--- src/rvaa_pkg.sv ---
`default_nettype none
// ----------------------------------------------------------------------------
// rvaa_pkg
// Shared widths, constants and stage payload types of the axis-angle
// rotation datapath.
// ----------------------------------------------------------------------------
package rvaa_pkg;

    localparam int AXIS_W   = 18;
    localparam int POS_W    = 32;
    localparam int OMC_W    = AXIS_W + 1;
    localparam int KOM_W    = AXIS_W + OMC_W - 1;
    localparam int PROD_W   = AXIS_W + POS_W;
    localparam int DOT_W    = PROD_W + 1;
    localparam int DLO_W    = 26;
    localparam int DHI_W    = DOT_W - DLO_W;
    localparam int T1H_W    = KOM_W + DHI_W;
    localparam int T1L_W    = KOM_W + DLO_W + 1;
    localparam int XS_W     = DOT_W + AXIS_W;
    localparam int ACC_W    = 88;
    localparam int PC_SH    = 32;
    localparam int XS_SH    = 16;
    localparam int RND_SH   = 48;
    localparam int RES_W    = ACC_W - RND_SH;
    localparam int SUM_W    = RES_W + 1;
    localparam int S_TDATA_W = 224;
    localparam int M_TDATA_W = 3 * POS_W;

    typedef logic signed [AXIS_W-1:0] axis_t;
    typedef logic signed [POS_W-1:0]  pos_t;
    typedef logic signed [OMC_W-1:0]  omc_t;
    typedef logic signed [KOM_W-1:0]  kom_t;
    typedef logic signed [PROD_W-1:0] prod_t;
    typedef logic signed [DOT_W-1:0]  dot_t;
    typedef logic signed [DHI_W-1:0]  dhi_t;
    typedef logic signed [T1H_W-1:0]  t1h_t;
    typedef logic signed [T1L_W-1:0]  t1l_t;
    typedef logic signed [XS_W-1:0]   xs_t;
    typedef logic signed [ACC_W-1:0]  acc_t;
    typedef logic signed [SUM_W-1:0]  sum_t;

    localparam omc_t ONE_Q16  = omc_t'(65536);
    localparam acc_t RND_HALF = {{(ACC_W-RND_SH){1'b0}}, 1'b1, {(RND_SH-1){1'b0}}};
    localparam pos_t POS_MAX  = 32'sh7fffffff;
    localparam pos_t POS_MIN  = 32'sh80000000;

    typedef struct packed {
        pos_t        shift;
        pos_t  [2:0] pos;
        axis_t       cosine;
        axis_t       sine;
        axis_t [2:0] axis;
    } in_t;

    typedef struct packed {
        kom_t  [2:0] kom;
        dot_t        dot;
        dot_t  [2:0] crs;
        prod_t [2:0] pc;
        axis_t       sine;
        pos_t        shift;
    } geom_t;

    typedef struct packed {
        t1h_t  [2:0] t1h;
        t1l_t  [2:0] t1l;
        prod_t [2:0] pc;
        xs_t   [2:0] xs;
        pos_t        shift;
    } part_t;

endpackage
`default_nettype wire

--- src/rvaa_sum.sv ---
`default_nettype none
// ----------------------------------------------------------------------------
// rvaa_sum
// Two stages: full-precision sum with rounding bias, then offset and clamp.
// ----------------------------------------------------------------------------
module rvaa_sum
    import rvaa_pkg::*;
(
    input  logic       clk,
    input  logic       rst_n,
    input  logic       in_valid,
    output logic       in_ready,
    input  part_t      in_item,
    output logic       out_valid,
    input  logic       out_ready,
    output pos_t [2:0] out_rot,
    output logic       out_sat
);

    logic       s4_valid_reg, s4_valid_next;
    logic       s5_valid_reg, s5_valid_next;
    logic       s4_en, s5_en;
    acc_t       acc_reg [3];
    acc_t       acc_next [3];
    pos_t       shift_reg, shift_next;
    pos_t [2:0] rot_reg, rot_next;
    logic       sat_reg, sat_next;
    sum_t       val;

    assign s5_en    = !s5_valid_reg || out_ready;
    assign s4_en    = !s4_valid_reg || s5_en;
    assign in_ready = s4_en;

    assign s4_valid_next = s4_en ? in_valid : s4_valid_reg;
    assign s5_valid_next = s5_en ? s4_valid_reg : s5_valid_reg;

    always_comb
    begin
        for (int i = 0; i < 3; i++)
        begin
            acc_next[i] = (acc_t'(in_item.t1h[i]) <<< DLO_W) + acc_t'(in_item.t1l[i])
                        + (acc_t'(in_item.pc[i]) <<< PC_SH)
                        + (acc_t'(in_item.xs[i]) <<< XS_SH) + RND_HALF;
        end
        shift_next = in_item.shift;
    end

    always_comb
    begin
        sat_next = 1'b0;
        val      = '0;
        for (int i = 0; i < 3; i++)
        begin
            val = sum_t'($signed(acc_reg[i][ACC_W-1:RND_SH])) + sum_t'(shift_reg);
            if (val > sum_t'(POS_MAX))
            begin
                rot_next[i] = POS_MAX;
                sat_next    = 1'b1;
            end
            else if (val < sum_t'(POS_MIN))
            begin
                rot_next[i] = POS_MIN;
                sat_next    = 1'b1;
            end
            else
            begin
                rot_next[i] = val[POS_W-1:0];
            end
        end
    end

    always_ff @(posedge clk or negedge rst_n)
    begin
        if (!rst_n)
        begin
            s4_valid_reg <= 1'b0;
            s5_valid_reg <= 1'b0;
        end
        else
        begin
            s4_valid_reg <= s4_valid_next;
            s5_valid_reg <= s5_valid_next;
        end
    end

    always_ff @(posedge clk)
    begin
        if (s4_en)
        begin
            acc_reg   <= acc_next;
            shift_reg <= shift_next;
        end
        if (s5_en)
        begin
            rot_reg <= rot_next;
            sat_reg <= sat_next;
        end
    end

    assign out_valid = s5_valid_reg;
    assign out_rot   = rot_reg;
    assign out_sat   = sat_reg;

endmodule
`default_nettype wire

--- config.mk ---
export PLATFORM = sky130hd
export DESIGN_NAME = rvaa_sum
export DESIGN_NICKNAME = d
export VERILOG_FILES = /design/src/rvaa_pkg.sv /design/src/rvaa_sum.sv
export SDC_FILE = /design/constraint.sdc
export NUM_CORES = 2
export LEC_CHECK = 0
export BUFFER_PORTS_ARGS = -buffer_cell sky130_fd_sc_hd__buf_2
export CORE_AREA = 2 2 336 338
export CTS_BUF_LIST = sky130_fd_sc_hd__clkbuf_2 sky130_fd_sc_hd__clkbuf_4 sky130_fd_sc_hd__clkbuf_8
export CTS_CLUSTER_DIAMETER = 100
export DETAILED_ROUTE_END_ITERATION = 8
export DIE_AREA = 0 0 338 340
export GPL_TIMING_DRIVEN = 1
export SLEW_MARGIN = 40
export SYNTH_ARGS = -nofsm -noshare
export SYNTH_HDL_FRONTEND = slang
export SYNTH_SLANG_ARGS = --single-unit
--- constraint.sdc ---
create_clock -name clk -period 4.8 [get_ports clk]
set_input_delay 0.24 -clock clk [delete_from_list [all_inputs] [get_ports clk]]
set_output_delay 0.24 -clock clk [all_outputs]
set_load 0.01 [all_outputs]
* After elaboration in Yosys (flattened, before gate mapping)
Cells that the tools add are included.
** Storage, ports and cells
- Output and inout port bits :: 99
- Logic and storage cells :: 40
- Register bits :: 395
** Operators by class
- $add $sub $neg :: 15
- Magnitude comparators :: 6
- Reductions and logical operators :: 5
- Multiplexer cells :: 4
** Operators with widths (count)
- $add A87 B63 Y88 :: 3
- $add A88 B49 Y88 const B :: 3
- $add A88 B82 Y88 :: 3
- $add A88 B85 Y88 :: 3
- $add A40 B32 Y41 :: 3
- $gt A41 B32 Y1 const B :: 3
- $lt A41 B32 Y1 const B :: 3
- $mux W32 :: 3
- $reduce_or A5 Y1 :: 1
- $logic_not A1 Y1 :: 2
- $logic_or A1 B1 Y1 :: 2
- $mux W1 :: 1

* Longest topological paths before layout
- Depth after elaboration :: 4
- Mapped depth :: 18
- Gate-level depth less buffers :: 18

* Worst setup path after synthesis
OpenSTA, ideal clock, no wires.
- Path kind :: register to register
- Start :: register s5_valid_reg (netlist: out_valid)
- End :: register acc_reg[136] (netlist name), enable pin
- Arrival :: 3.822 ns
- Stages on the path, launching flop included :: 2
- Path slack :: -0.691 ns
- Path through :: dfrtp_1 > nand3b_1
** On the way
- Word-level cells in the longest chain between the ends :: 3
** Ends and longest elaborated chain
- start, declared :: RTL line rvaa_sum.sv:21 : logic s5_valid_reg, s5_valid_next;
- start signal, assigned :: RTL line rvaa_sum.sv:82 : s5_valid_reg <= s5_valid_next;
- $logic_not A1 Y1 :: RTL line rvaa_sum.sv:30 : assign s5_en = !s5_valid_reg || out_ready;
- $logic_or A1 B1 Y1 :: RTL line rvaa_sum.sv:30
- $logic_or A1 B1 Y1 :: RTL line rvaa_sum.sv:31 : assign s4_en = !s4_valid_reg || s5_en;
- named net in_ready :: RTL line rvaa_sum.sv:12 : output logic in_ready,
- end signal, assigned :: RTL line rvaa_sum.sv:90 : acc_reg <= acc_next;
- end, declared :: RTL line rvaa_sum.sv:23 : acc_t acc_reg [3];
The timed path passes the listed nets, and every way through them passes these cells.
A chain may end at the register's enable or synchronous reset.

==> results.md <==
* Status: completed
* Final wirelength at 117 mm
* Critical Path Fanout Max at 4
* Total CTS buffers at 49
* Final hold viol count at 0
* F_max at 0.217 GHz
* Drt via density at 4.90
* Fin cells at 5583
* Setup WS post-layout at 0.190 ns
* CTS tree: built
* Max Slew Vio Count at 0
* Root buf cell: clkbuf_8
* Top cells by count, synth: ha_1, fa_1, edfxtp_1, a21oi_1, a21o_1
* DRT iter0 DRCs at 1420
* Worst skew pair latency at 0.65 ns
* DR vias at 27.4k
* CTS H-Tree Depth at 2
* Fin nets at 5719
* Count leader, synth: ha_1
* Netlist cell types at 93
* Top post-synthesis cells by area: edfxtp_1, ha_1, fa_1
* CP Launch Type: input port
* Register area share after synthesis at 22.8%
* Slew margin rel. at 46.7%
* Unrepaired setup endpoints after global routing: no
* Sw power at 0.0105 W
* Syn_nets at 4701
* Final min period at 4.61 ns
* Max reg flops at 120
* WL/cell at 21.0 µm
* PD cells at 549 mW/mm²
* Post-synth EDFFs at 249
* Grt total ovfl at 0
* DR pass1 iterations at 5
* Share of cells above drive strength 1 at 27.7%
* Crit end category: flip-flop
* YS warnings at 0
* Largest net degree at the start of global routing at 94
* Synth Register Bits at 251
* DP Wirelength at 103 mm
* First-pass GRT wire length at 172 mm
* Logic pwr share at 70.2%
* Critical Path RT at 5.20 ns
* Asr flop ratio synth at 0.797%
* DRT antenna net count at 0
* Max stage delay on crit path at 0.58 ns
* Clock share of power at 10.5%
* Max Cap Viol at 0
* Drc violations at 0
* Gr usage total at 20.0%
* Synthesized area at 0.0330 mm²
* Reg power frac at 19.3%
* GPL Wtd Cong at 0.926
* Number of global-route vias before repair at 28.6k
* Max VDD drop at 0.000224 V
* Clk_skew at 0.0498 ns
* Clk slew on worst S/H paths at 0.06 ns
* Pre-CTS WS at -0.634 ns
* Worst hold path type: in -> reg
* Sw Ratio at 45.8%
* Critical path type: in -> reg
* DP Cell Count at 5418
* Core Region at 0.112 mm²
* Fin crit share at 96.0%
* Die W at 338 µm
* Final setup viols at 0
* Clock sinks at 251
* CP Buf/Inv Count at 2
* Row count at 123
* Starting Density at 29.6%
* CTS Buffer Depth at 3
* PortBufs at 815
* Initial antenna violation count at 50
* WP data arrival at 5.01 ns
* Synth-to-layout area growth at 26.3%
* Slowest CP cell: fa_1
* Die area at 0.115 mm²
* Synth Flop Type: edfxtp_1
* Post-Synthesis Cells at 2997
* Critical-path cell list: buf_2 > fa_1 > fa_1 > ha_1 > ha_1 > a211o_1 > a21oi_1 > nand3_1 > and3_1 > a211oi_2 > buf_6 > a31oi_2 > a2111o_1 > a311o_1 > a221oi_2 > nor2b_1 > a31oi_1 > xnor2_1
* CP top delay family: compound AO/OA/AOI/OAI gates
* P_int at 0.0124 W
* Die Ht at 340 µm
* Worst-Margin Slew at 0.800 ns
* Syn_area_per_cell at 11.0 µm²
* I/O pins at 864
* Pleak at 19.6 nW
* Share of the synthesized area in the top cell type at 22.6%
* Leading area contributor after synthesis: edfxtp_1
==> layer usage <==
layer	global-route usage [%]	vias up	wire length [µm]
li1	-	13300	-
met1	26.3	13200	51900
met2	32.5	779	53900
met3	5.21	130	9130
met4	4.85	20	2230
met5	0	-	131
==> through the flow <==
step	total power [W]	setup TNS, ns	utilization, %	area, µm²	hold WS (ns)
final	0.0229	0	37.4	41700	0.227
after CTS	0.0230	0	37.2	41500	0.155
after detailed placement	0.0203	-13.25	35.9	40000	0.0293
after global routing	0.0250	0	37.3	41700	0.221
after floorplan	0.0151	-105.10	-	33000	-0.0556
after global placement	0.0203	-11.37	35.9	40000	0.0269
==> power groups by stage <==
stage                     clock (W)  combinational (W)  sequential [W]
after global routing        0.00257             0.0179         0.00451
after global placement            0             0.0158         0.00447
after detailed placement          0             0.0159         0.00445
final                       0.00241             0.0161         0.00441
after CTS                   0.00250             0.0160         0.00444
after floorplan                   0             0.0106         0.00448
==> what timing repair did <==
action                                  4_1_cts  5_1_grt
resized for setup                             0       16
endpoints found under the setup margin        0       35
setup buffers                                 0        9
hold buffers                                 36        0
endpoints found under the hold margin        35        0
==> layout make-up <==
class	instances	area, µm²
Fill cell	11200	69900
Sequential cell	251	7530
Clock buffer	65	813
Clock inverter	26	245
Inverter	107	402
Tap cell	1500	1880
Timing Repair Buffer	1018	5810
Multi-Input combinational cell	2588	25000
Antenna cell	28	70.1
==> cells in the final DEF (no fill, tap or decap), types with 11 or more instances in the layout <==
cell,count
nand4_1,45
o21ai_1,17
nor2_1,126
nand2_1,148
a21oi_1,234
dlygate4sd3_1,36
o21bai_1,33
a31oi_1,20
clkinv_2,11
buf_4,157
a211oi_1,22
nand3_1,62
nor2b_1,37
o21a_1,32
nand2b_1,35
xor2_1,72
diode_2,28
ha_1,593
buf_2,815
inv_1,107
edfxtp_1,249
clkbuf_4,13
or3_1,11
clkbuf_8,52
fa_1,345
xnor2_1,135
nor3_1,32
and2_1,14
a21o_1,210
and3_1,34
o211ai_1,20
o21ai_0,121
==> cells by family (layout without fill, tap and decap cells) <==
logic type | Yosys count | after routing | share of synthesized area, %
adders and majority gates | 939 | 939 | 43.4
AOI/OAI and AO/OA | 841 | 841 | 17.0
and+or+nand+nor | 594 | 594 | 9.17
DFF | 251 | 251 | 22.8
xor gates and xnor gates | 207 | 207 | 5.49
buffers and inverters | 158 | 1216 | 1.97
muxes | 7 | 7 | 0.212
other | 0 | 28 | 0
==> final timing paths <==
kind	from	to	slack, ns	cells after the start
min in group asynchronous	rst_n	out_valid	0.54	3
min	in_item[699]	acc_reg[175]	0.23	4
max reg2reg	shift_reg[4]	out_sat	0.21	14
max in group asynchronous	rst_n	s4_valid_reg	4.13	3
max	in_item[50]	acc_reg[258]	0.19	18
min reg2reg	s4_valid_reg	out_valid	0.47	1
==> worst register-to-register path: cells and delay by family (launching register included) <==
kind                       cells  cell delay [ns]
AOI/OAI and AO/OA              9             2.24
and+or+nand+nor                2             0.72
DFF                            1             0.62
adders and majority gates      1             0.47
buffers and inverters          2             0.33
(Power assumes the default switching activity.)
